$ cat config.mk
export PLATFORM = sky130hd
export DESIGN_NAME = rpa_front
export DESIGN_NICKNAME = d
export VERILOG_FILES = /design/src/hw/rtl/refcounted_page_allocator_assert.svh /design/src/hw/rtl/rpa_pkg.sv /design/src/hw/rtl/rpa_front.sv
export SDC_FILE = /design/constraint.sdc
export NUM_CORES = 1
export LEC_CHECK = 0
export ABC_AREA = 0
export BUFFER_PORTS_ARGS = -buffer_cell sky130_fd_sc_hd__buf_4
export CAP_MARGIN = 20
export CORE_MARGIN = 4
export CORE_UTILIZATION = 55
export CTS_CLUSTER_SIZE = 24
export DETAILED_ROUTE_END_ITERATION = 7
export GPL_TIMING_DRIVEN = 0
export PLACE_DENSITY = 0.95
export SYNTH_ARGS = -nofsm -noshare
export SYNTH_HDL_FRONTEND = slang
export SYNTH_SLANG_ARGS = --single-unit
$ cat constraint.sdc
create_clock -name i_clk -period 11.8 [get_ports i_clk]
set_input_delay 2.36 -clock i_clk [delete_from_list [all_inputs] [get_ports i_clk]]
set_output_delay 2.36 -clock i_clk [all_outputs]
set_load 0.05 [all_outputs]
$ cat src/hw/rtl/refcounted_page_allocator_assert.svh
// assertion macros for the page allocator rtl
// no dependencies; included by modules that carry checks
`ifndef REFCOUNTED_PAGE_ALLOCATOR_ASSERT_SVH
`define REFCOUNTED_PAGE_ALLOCATOR_ASSERT_SVH

// same-cycle implication under synchronous active-low reset
`define RPA_ASSERT_IMP(lbl, clk, rst_n, ante, cons) \
    lbl: assert property (@(posedge clk) disable iff (!rst_n) (ante) |-> (cons)) \
        else $error("rpa: check failed");

// next-cycle implication under synchronous active-low reset
`define RPA_ASSERT_NXT(lbl, clk, rst_n, ante, cons) \
    lbl: assert property (@(posedge clk) disable iff (!rst_n) (ante) |=> (cons)) \
        else $error("rpa: check failed");

`endif

$ cat src/hw/rtl/rpa_pkg.sv
// shared types, codes and helpers for the reference-counted page allocator
// no dependencies; imported by the top level, rpa_front and rpa_back
`default_nettype none

package rpa_pkg;

    // default sizing
    localparam int NUM_PAGES_DEF  = 32768;
    localparam int PAGE_SHIFT_DEF = 12;
    localparam int COUNT_BITS_DEF = 8;

    // register indexes (selected by paddr[2])
    localparam logic [0:0] REG_LOW_BOUND  = 1'b0;
    localparam logic [0:0] REG_HIGH_BOUND = 1'b1;

    // operation codes of an input item
    localparam logic [2:0] OP_ALLOC   = 3'd0;
    localparam logic [2:0] OP_RELEASE = 3'd1;
    localparam logic [2:0] OP_ADD_REF = 3'd2;
    localparam logic [2:0] OP_GET_REF = 3'd3;
    localparam logic [2:0] OP_DONATE  = 3'd4;

    // result status codes
    typedef enum logic [2:0] {
        ST_OK        = 3'd0,
        ST_BAD_ADDR  = 3'd1,
        ST_NOT_REF   = 3'd2,
        ST_EMPTY     = 3'd3,
        ST_SATURATED = 3'd4
    } t_status;

    // classified command as handed from front to back
    typedef enum logic [2:0] {
        K_ALLOC,
        K_RELEASE,
        K_ADD_REF,
        K_GET_REF,
        K_DONATE,
        K_BAD_ADDR,
        K_UNKNOWN
    } t_kind;

    // back end sequencer states
    typedef enum logic [1:0] {
        S_CLEAR,
        S_IDLE,
        S_EXEC
    } t_state;

    // back end status seen by the front
    typedef struct packed {
        logic clearing;
    } t_back_stat;

    // low bound rounded up to a page boundary, 33 bits to keep the carry
    function automatic logic [32:0] f_page_base(input logic [31:0] low, input int shift);
        logic [32:0] mask;
        mask = (33'd1 << shift) - 33'd1;
        return ({1'b0, low} + mask) & ~mask;
    endfunction

endpackage

`default_nettype wire

$ cat src/hw/rtl/rpa_front.sv
// front end: accepts items, checks the address and classifies the operation
// depends on rpa_pkg
`default_nettype none

module rpa_front #(
    parameter int NUM_PAGES  = 32768,
    parameter int PAGE_SHIFT = 12
) (
    input  wire logic                         i_clk,
    input  wire logic                         i_rst_n,
    input  wire logic                         i_in_valid,
    output logic                              o_in_stall,
    input  wire logic [2:0]                   i_operation,
    input  wire logic [31:0]                  i_page_address,
    input  wire logic [31:0]                  i_low_bound,
    input  wire logic [31:0]                  i_high_bound,
    input  wire rpa_pkg::t_back_stat          i_stat,
    input  wire logic                         i_full,
    output logic                              o_push,
    output rpa_pkg::t_kind                    o_kind,
    output logic [$clog2(NUM_PAGES)-1:0]      o_idx
);

    import rpa_pkg::*;

    localparam int          IDX_W     = $clog2(NUM_PAGES);
    localparam logic [31:0] PAGE_MASK = (32'd1 << PAGE_SHIFT) - 32'd1;

    logic              r_valid;
    t_kind             r_kind;
    logic [IDX_W-1:0]  r_idx;
    logic              accept;
    logic              addr_ok;
    logic [32:0]       base;
    logic [32:0]       rel;
    t_kind             kind;

    // address check and table index relative to the page base
    always_comb begin
        base    = f_page_base(i_low_bound, PAGE_SHIFT);
        rel     = ({1'b0, i_page_address} - base) >> PAGE_SHIFT;
        addr_ok = ((i_page_address & PAGE_MASK) == 32'd0)
               && (i_page_address >= i_low_bound)
               && (i_page_address < i_high_bound)
               && (rel < 33'(NUM_PAGES));
    end

    // classify the operation
    always_comb begin
        case (i_operation)
            OP_ALLOC:   kind = K_ALLOC;
            OP_RELEASE: kind = K_RELEASE;
            OP_ADD_REF: kind = K_ADD_REF;
            OP_GET_REF: kind = K_GET_REF;
            OP_DONATE:  kind = K_DONATE;
            default:    kind = K_UNKNOWN;
        endcase
        if (!addr_ok && !(kind inside {K_ALLOC, K_UNKNOWN})) begin
            kind = K_BAD_ADDR;
        end
    end

    // handshake: hold off during the clearing pass or while the stage is blocked
    assign o_in_stall = i_stat.clearing || (r_valid && i_full);
    assign accept     = i_in_valid && !o_in_stall;
    assign o_push     = r_valid && !i_full;

    // classified item stage
    always_ff @(posedge i_clk) begin
        if (!i_rst_n) begin
            r_valid <= 1'b0;
        end else if (accept) begin
            r_valid <= 1'b1;
        end else if (o_push) begin
            r_valid <= 1'b0;
        end
    end

    always_ff @(posedge i_clk) begin
        if (accept) begin
            r_kind <= kind;
            r_idx  <= rel[IDX_W-1:0];
        end
    end

    assign o_kind = r_kind;
    assign o_idx  = r_idx;

endmodule

`default_nettype wire

==> summary.log <==
[clock_tree] H-tree depth reported by CTS 1
[drt] Pre-Repair DR Iteration Count 5
[worst_setup_path] reg-to-reg slack, setup 10.25 ns
[clock_tree] clock tree root buffer cell clkbuf_8
[synth] Unique masters post-synth 52
[worst_setup_path] critical path start-end classification in2reg
[layout] most common cell after layout, fill and taps aside buf_4
[clock_tree] post-cts repair resize count 0
[die] standard-cell row count 29
[synth] register area share after synthesis 15.1%
[run] total of max-cap violations 0
[worst_setup_path] worst setup path start i_low_bound[5]
[grt] global-route wire length before repair 16,800 um
[synth] Synth Register Bits 19
[layout] area occupied by multi-input gates 2830 sq um
[place] placed cell count 671
[sta] FMAX 155 MHz
[sta] final critical-path required period 6.46 ns
[worst_setup_path] type of element capturing the critical path flop
[drt] number of vias per cell after detailed routing 5.91
[clock_tree] number of buffers inserted during clock tree synthesis 3
[layout] commonest cells after routing, fill and taps aside 123 x buf_4, 83 x ha_1, 78 x inv_1
[layout] number of diodes added for antenna fixing 0
[sta] max-slew violation count 0
[place] Setup Slack @ Placement 5.17 ns
[synth] Async S/R FF share, synth 0%
[place] half-perimeter wire length of the detailed placement result 8930 um
[layout] count of filler cells inserted in the layout 497
[layout] Final Non-Filler Cells 675
[sta] number of failing hold endpoints at the final stage 0
[layout] Design Area, Final 4770 sq um
[grt] GRT overflow 0
[synth] summed instance area of the synthesized netlist 3700 sq um
[sta] total of endpoints with negative setup slack in the final report 0
[worst_setup_path] crit path DAT 6.46 ns
[synth] most area-hungry cell type in the Yosys netlist ha_1
[worst_setup_path] crit path max fanout 9
[die] Boundary Pins 124
[grt] via count of the first global-routing pass 3,829
[synth] Post-Syn Area per Cell 7.86 sq um
[clock_tree] clock latency of the later-clocked register in the worst-skew pair 0.26 ns
[sta] Max transition margin 44.3%
[drt] final routed wirelength across all metal layers 10,300 um
[synth] synth top area cells ha_1 28%, edfxtp_1 15%, inv_1 7.9%
[drt] DR WL/cell 15.3 um
[clock_tree] number of hold buffers added after CTS 0
[synth] Net Count, Synth 659
[worst_hold_path] worst hold-check path type reg2reg
[die] Initial Utilization 57.3%
[clock_tree] Post CTS Setup Buffer Count 0
[grt] total routing resource utilization after global routing 24.3%
[clock_tree] CTS tree built
[power_and_ir_drop] power per cell area 66.2 nW/um^2
[worst_setup_path] startpoint of the worst-slack reg-to-reg timing path r_valid
[grt] antenna violations before repair 0
[place] port buffer count 123
[layout] Register Area 561 sq um
[die] Die Span Y 90.0 um
[worst_setup_path] startpoint type of the worst setup path input port
[layout] layout cells sized above 1 22.4%
[power_and_ir_drop] Peak VDD IR 0.0323 mV
[sta] setup repair after global routing missed its margin false
[die] Die Outline Area 8110 sq um
[drt] # DRC 0
[sta] final worst-path cycle share 54.8%
[synth] Most used DFF post-synth edfxtp_1
[clock_tree] Worst-path clk slew 0.07 ns
[sta] sum of negative setup slack 0 ns
[synth] count of warnings emitted by yosys 0
[grt] pin count of the biggest net entering global routing 20
[layout] post-synthesis to final-layout area growth 28.8%
[power_and_ir_drop] static leakage 0.00244 uW
[sta] final clock skew 0.00346 ns
[sta] Worst-Margin Slew 0.835 ns
[synth] Yosys top cell area share 28.1%
[drt] initial detailed-routing violation count 244
[drt] routed via count 3,991
[clock_tree] buffers from clock root to sink, at most 2
[drt] Antenna Nets Post-Route 0
[die] x dimension of the die 90.0 um
[worst_hold_path] source of the worst hold timing path r_valid
[worst_setup_path] Data required, critical path 11.80 ns
[clock_tree] sink count of the clock tree 19
[outcome] outcome completed
[place] final estimated routing congestion in global placement 1.06
[layout] Nets 787
[synth] number of synthesized flops with an enable pin 18
[place] Post-Place Cell Area 4720 sq um
[die] placeable core area 6460 sq um
[synth] Post-Synthesis Cells 471
[sta] setup ws final 5.34 ns
## cells in the mapped netlist (2+ instances only)
master     number
nor2_1         19
o221ai_1        3
a211o_1         2
nor2b_1         5
and2_1          3
nand4_1        12
clkbuf_1        4
nor3_2          2
a221oi_1        2
edfxtp_1       18
a21oi_1        38
o21ai_1         2
a211oi_1        8
o2111ai_1       4
nor3b_1         3
xnor2_1        25
ha_1           83
and4_1          4
nand2b_1        5
and3_1          6
nor3_1          7
nand3_1        12
a31oi_1         7
inv_1          78
o21ai_0        23
o211ai_1        6
a21o_1         13
o21a_1          5
nor4_1          6
o22ai_1         2
xor2_1          5
nand2_1        38
o211a_1         2
## where the power goes
group,internal (uW),leakage (uW),switching [uW]
logic,81.2,0.00224,105
registers,82.6,0.000176,1.31
clock network,23.5,0.0000255,22.3
total,187,0.00244,128
## logic make-up (layout without fill, tap and decap cells)
kind of cell,Yosys count,count (layout),share of synthesized area (%)
AO/OA/AOI/OAI,128,128,22.8
XOR/XNOR,30,30,7.10
adder cells (fa/ha/maj),84,84,28.6
buffers and inverters,82,209,8.31
flip-flops,19,19,15.1
AND/OR/NAND/NOR,128,128,18.0
## path summary, 6_finish.rpt
path / cells past startpoint / endpoint
worst min register to register: 2 / r_valid
worst max-delay path: 19 / o_kind[0]
worst min-delay path: 2 / r_valid
worst max register to register: 2 / o_idx[6]
## layer usage
metal | vias to the layer above | track usage, % | routed length, um
li1 | 1978 | - | -
met1 | 1840 | 29.0 | 4320
met2 | 154 | 44.8 | 5090
met3 | 19 | 3.84 | 743
met4 | 0 | 6.51 | 197
met5 | - | 0 | 0
## through the flow
stage / power, uW / hold slack, ns / util [%]
after floorplan: 202 / 0.493 / -
after global placement: 260 / 0.510 / 73.1
after detailed placement: 269 / 0.519 / 73.1
after CTS: 315 / 0.530 / 73.8
after global routing: 338 / 0.548 / 73.8
final: 316 / 0.530 / 73.8
## registers in the layout, indices dropped and copies added, names as in the netlist
register and count:
o_idx 15, o_kind 3, r_valid 1
## area by class of cell
class | count | area share (%)
well taps | 77 | 2.02
clock inverters | 1 | 0.105
flip-flops and latches | 19 | 11.8
repair buffers | 123 | 19.4
plain buffers | 4 | 0.315
clock buffers | 3 | 0.866
multi-input cells | 370 | 59.4
inverters | 78 | 6.14
## worst max-delay path, cell delays in order
cell      delay (ns)
buf_4           0.12
nor4_1          0.70
a311oi_2        0.28
and2_4          0.25
and3_1          0.20
nand2_1         0.12
nor2_1          0.07
xnor2_1         0.12
ha_1            0.27
clkbuf_1        0.32
nand2b_1        0.19
o221ai_1        0.12
nor3_1          0.18
o211ai_1        0.12
a41o_1          0.23
a211oi_1        0.26
o221ai_1        0.20
o211ai_1        0.22
o211ai_1        0.12
Note: power is estimated with default switching activity, not from simulation.
