`config.mk`:
```
export PLATFORM = sky130hd
export DESIGN_NAME = rpa_queue
export DESIGN_NICKNAME = d
export VERILOG_FILES = /design/src/hw/rtl/refcounted_page_allocator_assert.svh /design/src/hw/rtl/rpa_queue.sv
export SDC_FILE = /design/constraint.sdc
export NUM_CORES = 1
export LEC_CHECK = 0
export BUFFER_PORTS_ARGS = -buffer_cell sky130_fd_sc_hd__buf_2
export CAP_MARGIN = 0
export CORE_MARGIN = 3
export CORE_UTILIZATION = 50
export DETAILED_ROUTE_END_ITERATION = 16
export GPL_TIMING_DRIVEN = 0
export PLACE_DENSITY = 0.89
export SYNTH_ARGS = -nofsm -noshare
export SYNTH_HDL_FRONTEND = slang
export SYNTH_SLANG_ARGS = --single-unit
export TNS_END_PERCENT = 1
```
`constraint.sdc`:
```
create_clock -name i_clk -period 2.1 [get_ports i_clk]
set_input_delay 0.21 -clock i_clk [delete_from_list [all_inputs] [get_ports i_clk]]
set_output_delay 0.21 -clock i_clk [all_outputs]
set_load 0.005 [all_outputs]
```
`src/hw/rtl/refcounted_page_allocator_assert.svh`:
```
// assertion macros for the page allocator rtl
// no dependencies; included by modules that carry checks
`ifndef REFCOUNTED_PAGE_ALLOCATOR_ASSERT_SVH
`define REFCOUNTED_PAGE_ALLOCATOR_ASSERT_SVH

// same-cycle implication under synchronous active-low reset
`define RPA_ASSERT_IMP(lbl, clk, rst_n, ante, cons) \
    lbl: assert property (@(posedge clk) disable iff (!rst_n) (ante) |-> (cons)) \
        else $error("rpa: check failed");

// next-cycle implication under synchronous active-low reset
`define RPA_ASSERT_NXT(lbl, clk, rst_n, ante, cons) \
    lbl: assert property (@(posedge clk) disable iff (!rst_n) (ante) |=> (cons)) \
        else $error("rpa: check failed");

`endif

```
`src/hw/rtl/rpa_queue.sv`:
```
// two-entry fifo of classified commands between front and back
// no dependencies
`default_nettype none

module rpa_queue #(
    parameter int WIDTH = 18
) (
    input  wire logic             i_clk,
    input  wire logic             i_rst_n,
    input  wire logic             i_push,
    input  wire logic [WIDTH-1:0] i_data,
    output logic                  o_full,
    output logic                  o_valid,
    output logic      [WIDTH-1:0] o_data,
    input  wire logic             i_pop
);

    logic [WIDTH-1:0] r_slot [2];
    logic             r_wptr;
    logic             r_rptr;
    logic [1:0]       r_count;

    // pointers and fill level
    always_ff @(posedge i_clk) begin
        if (!i_rst_n) begin
            r_wptr  <= 1'b0;
            r_rptr  <= 1'b0;
            r_count <= 2'd0;
        end else begin
            if (i_push) begin
                r_wptr <= ~r_wptr;
            end
            if (i_pop) begin
                r_rptr <= ~r_rptr;
            end
            if (i_push && !i_pop) begin
                r_count <= r_count + 2'd1;
            end else if (!i_push && i_pop) begin
                r_count <= r_count - 2'd1;
            end
        end
    end

    // storage
    always_ff @(posedge i_clk) begin
        if (i_push) begin
            r_slot[r_wptr] <= i_data;
        end
    end

    assign o_full  = r_count == 2'd2;
    assign o_valid = r_count != 2'd0;
    assign o_data  = r_slot[r_rptr];

endmodule

`default_nettype wire

```
==> impl_metrics.xml, run 1 <==
<?xml version="1.0" encoding="UTF-8"?>
<metrics>
  <group name="sta">
    <metric name="rsz0062_at_grt" unit="">false</metric>
    <metric name="final_period_util" unit="%">83.0</metric>
    <metric name="setup_total_negative_slack" unit="ns">0</metric>
    <metric name="clock.fmax" unit="MHz">574</metric>
    <metric name="worst_slew_pin_slew" unit="ns">0.954</metric>
    <metric name="fin_crit" unit="ns">1.74</metric>
    <metric name="slew-limit-headroom" unit="%">36.1</metric>
    <metric name="clock_skew" unit="ns">0.00840</metric>
    <metric name="final_hold_viol_count" unit="">0</metric>
    <metric name="setup-violations-final" unit="">0</metric>
    <metric name="slew_viol_final" unit="">0</metric>
  </group>
  <group name="detailed_routing">
    <metric name="dr_total_vias" unit="">810</metric>
    <metric name="number_of_vias_per_cell" unit="">5.13</metric>
    <metric name="detail_route.iter0.violations" unit="">13</metric>
    <metric name="detail_route.wirelength" unit="µm">2350</metric>
    <metric name="pre_repair_dr_iteration_count" unit="">4</metric>
    <metric name="detail_route.drc_violations" unit="">0</metric>
    <metric name="ant_nets" unit="">0</metric>
    <metric name="avgRoutedWirePerCell" unit="µm">14.9</metric>
  </group>
  <group name="setup_path">
    <metric name="crit_chain" unit="">buf_2, buf_6, mux2_2, buf_2</metric>
    <metric name="critical_path_end_type" unit="">output port</metric>
    <metric name="worst_path_most_repeated_cell" unit="">sky130_fd_sc_hd__buf_2</metric>
    <metric name="crit_path_max_delay_cell_type" unit="">sky130_fd_sc_hd__mux2_2</metric>
    <metric name="critPathMaxStageDelay" unit="ns">0.34</metric>
    <metric name="timing_worst_setup_path_type" unit="">flop to output port</metric>
    <metric name="crit_fanout" unit="">10</metric>
    <metric name="worst_path_dominant_cell_family" unit="">buffers and inverters</metric>
    <metric name="critPathArrivalTime" unit="ns">1.53</metric>
    <metric name="worstSetupStartpointType" unit="">flop</metric>
    <metric name="critPathBufInv" unit="">3</metric>
    <metric name="crit_required" unit="ns">1.89</metric>
  </group>
  <group name="synthesis">
    <metric name="syn_avg_cell_area" unit="µm²">19.5</metric>
    <metric name="netlist-cell-type-count" unit="">17</metric>
    <metric name="synthesis.area" unit="µm²">1520</metric>
    <metric name="synthesis.nets" unit="">101</metric>
    <metric name="synth_seq_area_share" unit="%">77.6</metric>
    <metric name="synth-seq-cells" unit="">41</metric>
    <metric name="synthCells" unit="">78</metric>
    <metric name="synth_warnings" unit="">0</metric>
  </group>
  <group name="floorplanning">
    <metric name="core_area" unit="µm²">2830</metric>
    <metric name="die_area" unit="µm²">3740</metric>
    <metric name="start_util" unit="%">53.8</metric>
    <metric name="std_cell_rows" unit="">19</metric>
    <metric name="io_pins" unit="">42</metric>
    <metric name="die_w" unit="µm">61.2</metric>
    <metric name="die_h" unit="µm">61.2</metric>
  </group>
  <group name="status">
    <metric name="run_status" unit="">finished clean</metric>
  </group>
  <group name="pwr">
    <metric name="power.ir.vdd_worst" unit="mV">0.670</metric>
    <metric name="p_leak" unit="nW">0.723</metric>
    <metric name="power.density" unit="nW/µm²">852</metric>
  </group>
  <group name="grt">
    <metric name="grt_first_pass_wirelength" unit="µm">3420</metric>
    <metric name="number_of_antenna_violations_at_the_first_check_in_global_routing" unit="">0</metric>
    <metric name="grt_use_total" unit="%">14.0</metric>
    <metric name="grt_max_degree" unit="">20</metric>
    <metric name="grt_remaining_overflow" unit="">0</metric>
    <metric name="first_global_vias" unit="">767</metric>
  </group>
  <group name="clock_tree">
    <metric name="cts_repair_resize_count" unit="">0</metric>
    <metric name="clk_latency" unit="ns">0.34</metric>
    <metric name="htree_levels" unit="">2</metric>
    <metric name="clk_root_buffer_cell" unit="">sky130_fd_sc_hd__clkbuf_4</metric>
    <metric name="cts_made_buffers" unit="">5</metric>
    <metric name="ctsHoldBuffers" unit="">0</metric>
    <metric name="post_cts_buffers" unit="">0</metric>
    <metric name="clk_pin_slew" unit="ns">0.11</metric>
    <metric name="cts_tree" unit="">done</metric>
    <metric name="ctsLongestPathBuffers" unit="">2</metric>
    <metric name="clock_sink_count" unit="">41</metric>
  </group>
  <group name="job">
    <metric name="cap_violations" unit="">0</metric>
  </group>
  <group name="finish">
    <metric name="stdcell_count" unit="">158</metric>
    <metric name="flow.area_growth_from_synthesis" unit="%">20.8</metric>
    <metric name="design.final.nets" unit="">149</metric>
    <metric name="diodes" unit="">0</metric>
    <metric name="drive_above_1_share" unit="%">56.7</metric>
    <metric name="final_util" unit="%">65.0</metric>
  </group>
  <group name="worst_hold_path">
    <metric name="class_of_the_tightest_hold_or_removal_check" unit="">input port to flop</metric>
  </group>
  <group name="placement">
    <metric name="gp_routability_congestion" unit="">0.632</metric>
    <metric name="dp.cells" unit="">150</metric>
    <metric name="hpwl" unit="µm">1600</metric>
    <metric name="place.port_buffers" unit="">41</metric>
  </group>
</metrics>
per-stage QoR:
stage | power (mW) | worst slack, ns | hold WS, ns | area [µm²]
after floorplan | 1.07 | 0.539 | 0.309 | 1520
after global placement | 1.15 | 0.130 | 0.398 | 1770
after detailed placement | 1.16 | 0.583 | 0.401 | 1770
after CTS | 1.58 | 0.312 | 0.0305 | 1840
after global routing | 1.64 | 0.226 | 0.0205 | 1840
final | 1.57 | 0.357 | 0.0445 | 1840
final timing paths:
check                          startpoint                       to  slack (ns)  depth (start not counted)
hold / removal                 i_data[14]  r_slot[0][14]$_DFFE_PP_        0.04                          1
hold reg to reg   r_count[1]$_SDFFE_PN0P_  r_count[1]$_SDFFE_PN0P_        0.51                          2
setup / recovery                     flop                o_data[6]        0.36                          4
setup reg to reg      r_wptr$_SDFFE_PN0P_  r_slot[0][15]$_DFFE_PP_        0.65                          1
final cells by class:
type	instances	area, µm²
clock buffer	7	65.1
sequential	41	1180
inverter	1	3.75
tap	31	38.8
clock inverter	1	5.00
timing repair buffer	41	205
fill	207	991
multi-input combinational	34	323
buffer	2	16.3
synthesized netlist by cell type, drive strengths merged:
| library cell | n | share of area (%) |
|---|---|---|
| o21ai | 1 | 0.33 |
| mux2 | 18 | 13 |
| and2b | 1 | 0.58 |
| edfxtp | 36 | 71 |
| xnor2 | 1 | 0.58 |
| buf | 2 | 1.1 |
| dfxtp | 5 | 6.6 |
| nor2b | 2 | 0.82 |
| inv | 1 | 0.25 |
| ha | 1 | 0.82 |
| o21a | 1 | 0.49 |
| or2 | 1 | 0.41 |
| xor2 | 2 | 1.2 |
| a21boi | 1 | 0.49 |
| and2 | 4 | 1.6 |
| or3 | 1 | 0.41 |
cell usage in the layout, fill, tap and decap left out, drive strengths merged, types with 2 or more instances in the layout:
cell type,count
nor2b,2
mux2,18
buf,43
clkbuf,7
edfxtp,36
dfxtp,5
xor2,2
and2,4
metal layers:
layer | vias up | share of wire [%] | track usage [%]
met2 | 30 | 50 | 21.8
li1 | 389 | - | -
met5 | - | 0 | 0
met3 | 7 | 7.8 | 6.71
met4 | 0 | 2.4 | 9.29
met1 | 384 | 39 | 15.2
registers in the layout, indices dropped and copies added (netlist names), named ones only:
register  flops
r_wptr        1
r_slot       36
r_rptr        1
r_count       2
kinds of logic (layout without fill, tap and decap cells):
kind of cell / after synthesis / after routing / synth area share, %
muxes: 18 / 18 / 13.3
buffers and inverters: 3 / 52 / 1.32
AOI/OAI and AO/OA: 3 / 3 / 1.32
adders and majority gates: 1 / 1 / 0.822
xor gates and xnor gates: 3 / 3 / 1.73
DFF: 41 / 41 / 77.6
and+or+nand+nor: 9 / 9 / 3.87
report_power, final:
group          switching (mW)  internal [mW]  total [mW]
Combinational          0.0809          0.102       0.183
Sequential             0.0150          0.937       0.952
Clock                   0.236          0.194       0.430
Note: power is estimated with default switching activity, not from simulation.
==> inputs of run 2 (changes only) <==
clock period = 1.7 ns   (was 2.1 ns; I/O delays follow)
==> run 2 against run 1 <==
Compared with the run above: die area is the same; total power grew 27%; highest routed layer unchanged; first-iteration DRC count is the same; sequential share of layout area shrank 6.6 points; count of clock-buffer cells in the layout is the same; design area grew 11%.
==> impl_metrics.xml, run 2 (synthesis results as in run 1) <==
<?xml version="1.0" encoding="UTF-8"?>
<metrics>
  <group name="pwr">
    <metric name="clock_power_share" unit="%">26.6</metric>
    <metric name="totalPowerFinal" unit="mW">1.98</metric>
    <metric name="intPower" unit="mW">1.57</metric>
    <metric name="seqPwrFrac" unit="%">59.3</metric>
    <metric name="combinationalPowerShare" unit="%">14.0</metric>
    <metric name="power_switching_share" unit="%">21.1</metric>
    <metric name="p_leak" unit="nW">0.817</metric>
    <metric name="power.density" unit="nW/µm²">968</metric>
    <metric name="power.switching" unit="mW">0.418</metric>
    <metric name="power.ir.vdd_worst" unit="mV">0.805</metric>
  </group>
  <group name="setup_path">
    <metric name="worstSetupStartpointType" unit="">flop</metric>
    <metric name="crit_fanout" unit="">10</metric>
    <metric name="regToRegStartpoint" unit="">r_wptr$_SDFFE_PN0P_</metric>
    <metric name="critPathArrivalTime" unit="ns">1.39</metric>
    <metric name="critical_path_end_type" unit="">output port</metric>
    <metric name="crit_required" unit="ns">1.53</metric>
    <metric name="timing.reg2reg.worst_path_depth" unit="">1</metric>
    <metric name="timing_worst_setup_path_type" unit="">flop to output port</metric>
    <metric name="reg2reg_setup_slack" unit="ns">0.24</metric>
  </group>
  <group name="clock_tree">
    <metric name="clk_pin_slew" unit="ns">0.11</metric>
    <metric name="cts_tree" unit="">done</metric>
    <metric name="ctsLongestPathBuffers" unit="">2</metric>
    <metric name="clock_sink_count" unit="">41</metric>
    <metric name="clk_latency" unit="ns">0.34</metric>
    <metric name="cts_made_buffers" unit="">5</metric>
    <metric name="clk_root_buffer_cell" unit="">sky130_fd_sc_hd__clkbuf_4</metric>
    <metric name="htree_levels" unit="">2</metric>
  </group>
  <group name="finish">
    <metric name="top_regs" unit="">r_slot (36), r_count (2)</metric>
    <metric name="flow.area_growth_from_synthesis" unit="%">34.6</metric>
    <metric name="max_flop_register" unit="">r_slot</metric>
    <metric name="drive_above_1_share" unit="%">51.4</metric>
    <metric name="layout_common_cells" unit="">sky130_fd_sc_hd__buf_2 (41), sky130_fd_sc_hd__edfxtp_1 (36), sky130_fd_sc_hd__mux2_2 (18)</metric>
    <metric name="postLayoutCellArea" unit="µm²">2050</metric>
    <metric name="design.final.nets" unit="">170</metric>
    <metric name="mostFrequentLayoutCell" unit="">sky130_fd_sc_hd__buf_2</metric>
    <metric name="stdcell_count" unit="">179</metric>
    <metric name="diodes" unit="">0</metric>
    <metric name="largest_register_ff_count" unit="">36</metric>
  </group>
  <group name="detailed_routing">
    <metric name="detail_route.drc_violations" unit="">0</metric>
    <metric name="detail_route.iter0.violations" unit="">13</metric>
    <metric name="ant_nets" unit="">0</metric>
    <metric name="pre_repair_dr_iteration_count" unit="">4</metric>
    <metric name="detail_route.wirelength" unit="µm">2700</metric>
    <metric name="number_of_vias_per_cell" unit="">4.95</metric>
    <metric name="avgRoutedWirePerCell" unit="µm">15.1</metric>
    <metric name="dr_total_vias" unit="">886</metric>
  </group>
  <group name="worst_hold_path">
    <metric name="min-delay-start" unit="">i_data[3]</metric>
    <metric name="class_of_the_tightest_hold_or_removal_check" unit="">input port to flop</metric>
    <metric name="worstHoldPathCells" unit="">1</metric>
  </group>
  <group name="sta">
    <metric name="setup-violations-final" unit="">0</metric>
    <metric name="fin_crit" unit="ns">1.56</metric>
    <metric name="clock.fmax" unit="MHz">639</metric>
    <metric name="clock_skew" unit="ns">0.00792</metric>
    <metric name="slew_viol_final" unit="">0</metric>
    <metric name="final_hold_viol_count" unit="">0</metric>
    <metric name="slew-limit-headroom" unit="%">35.2</metric>
    <metric name="hold_slack" unit="ns">0.0120</metric>
    <metric name="final_period_util" unit="%">92.0</metric>
    <metric name="worst_slew_pin_slew" unit="ns">0.968</metric>
    <metric name="rsz0062_at_grt" unit="">false</metric>
  </group>
  <group name="grt">
    <metric name="grt_use_total" unit="%">14.9</metric>
    <metric name="grt_remaining_overflow" unit="">0</metric>
    <metric name="grt_max_degree" unit="">20</metric>
    <metric name="number_of_antenna_violations_at_the_first_check_in_global_routing" unit="">0</metric>
    <metric name="grt_first_pass_wirelength" unit="µm">3660</metric>
    <metric name="first_global_vias" unit="">832</metric>
  </group>
  <group name="floorplanning">
    <metric name="die_w" unit="µm">61.2</metric>
    <metric name="io_pins" unit="">42</metric>
    <metric name="core_area" unit="µm²">2830</metric>
    <metric name="die_h" unit="µm">61.2</metric>
    <metric name="start_util" unit="%">53.8</metric>
    <metric name="std_cell_rows" unit="">19</metric>
    <metric name="die_area" unit="µm²">3740</metric>
  </group>
  <group name="job">
    <metric name="cap_violations" unit="">0</metric>
  </group>
  <group name="status">
    <metric name="run_status" unit="">finished clean</metric>
  </group>
  <group name="placement">
    <metric name="dpl-instance-area" unit="µm²">1770</metric>
    <metric name="hpwl" unit="µm">1600</metric>
    <metric name="place.port_buffers" unit="">41</metric>
    <metric name="dp.cells" unit="">150</metric>
    <metric name="gp_routability_congestion" unit="">0.632</metric>
  </group>
</metrics>
==> run 2: layout make-up <==
class | instances | area, µm²
inverters | 1 | 3.75
flip-flops and latches | 41 | 1180
repair buffers | 62 | 405
clock buffers | 7 | 65.1
well taps | 31 | 38.8
fillers | 178 | 781
plain buffers | 2 | 26.3
multi-input cells | 34 | 323
clock inverters | 1 | 5.00
==> run 2: power by group through the flow <==
stage               combinational [mW]  sequential [mW]  clock [mW]
CTS                              0.249             1.18       0.545
floorplan                        0.131             1.19           0
finish                           0.279             1.18       0.528
detailed placement               0.230             1.20           0
global placement                 0.221             1.20           0
global route                     0.306             1.18       0.593
==> run 2: worst max-delay path, stage by stage, from the launching register on <==
cell	delay, ns
sky130_fd_sc_hd__dfxtp_1	0.34
sky130_fd_sc_hd__buf_6	0.12
sky130_fd_sc_hd__buf_8	0.13
sky130_fd_sc_hd__mux2_2	0.33
sky130_fd_sc_hd__buf_2	0.12
==> run 2: per-stage QoR <==
| stage | worst slack (ns) | setup TNS (ns) | util, % |
|---|---|---|---|
| 2_1_floorplan | 0.139 | 0 | - |
| 3_3_place_gp | -0.230 | -4.26 | 62.4 |
| 3_5_place_dp | 0.221 | 0 | 62.5 |
| 4_1_cts | 0.0173 | 0 | 68.2 |
| 5_1_grt | 0.0361 | 0 | 72.4 |
| 6_report | 0.136 | 0 | 72.4 |
==> run 2: worst paths after layout <==
check | end
worst max-delay path | o_data[6]
worst min-delay path | r_slot[0][3]$_DFFE_PP_
worst max register to register | r_slot[0][16]$_DFFE_PP_
worst min register to register | r_count[1]$_SDFFE_PN0P_
==> run 2: what timing repair did <==
item                                    CTS  global route
hold buffers                              9             8
gates resized for setup                   1             2
hold endpoints to repair                 18            16
endpoints found under the setup margin   10            10
buffers inserted                          0             4
==> run 2: layer usage <==
metal	GRT usage (%)	wire, µm	vias to the layer above
met3	6.29	148	7
met2	24.2	1410	30
li1	-	-	431
met1	15.9	1080	418
met4	9.29	57	0
met5	0	0	-
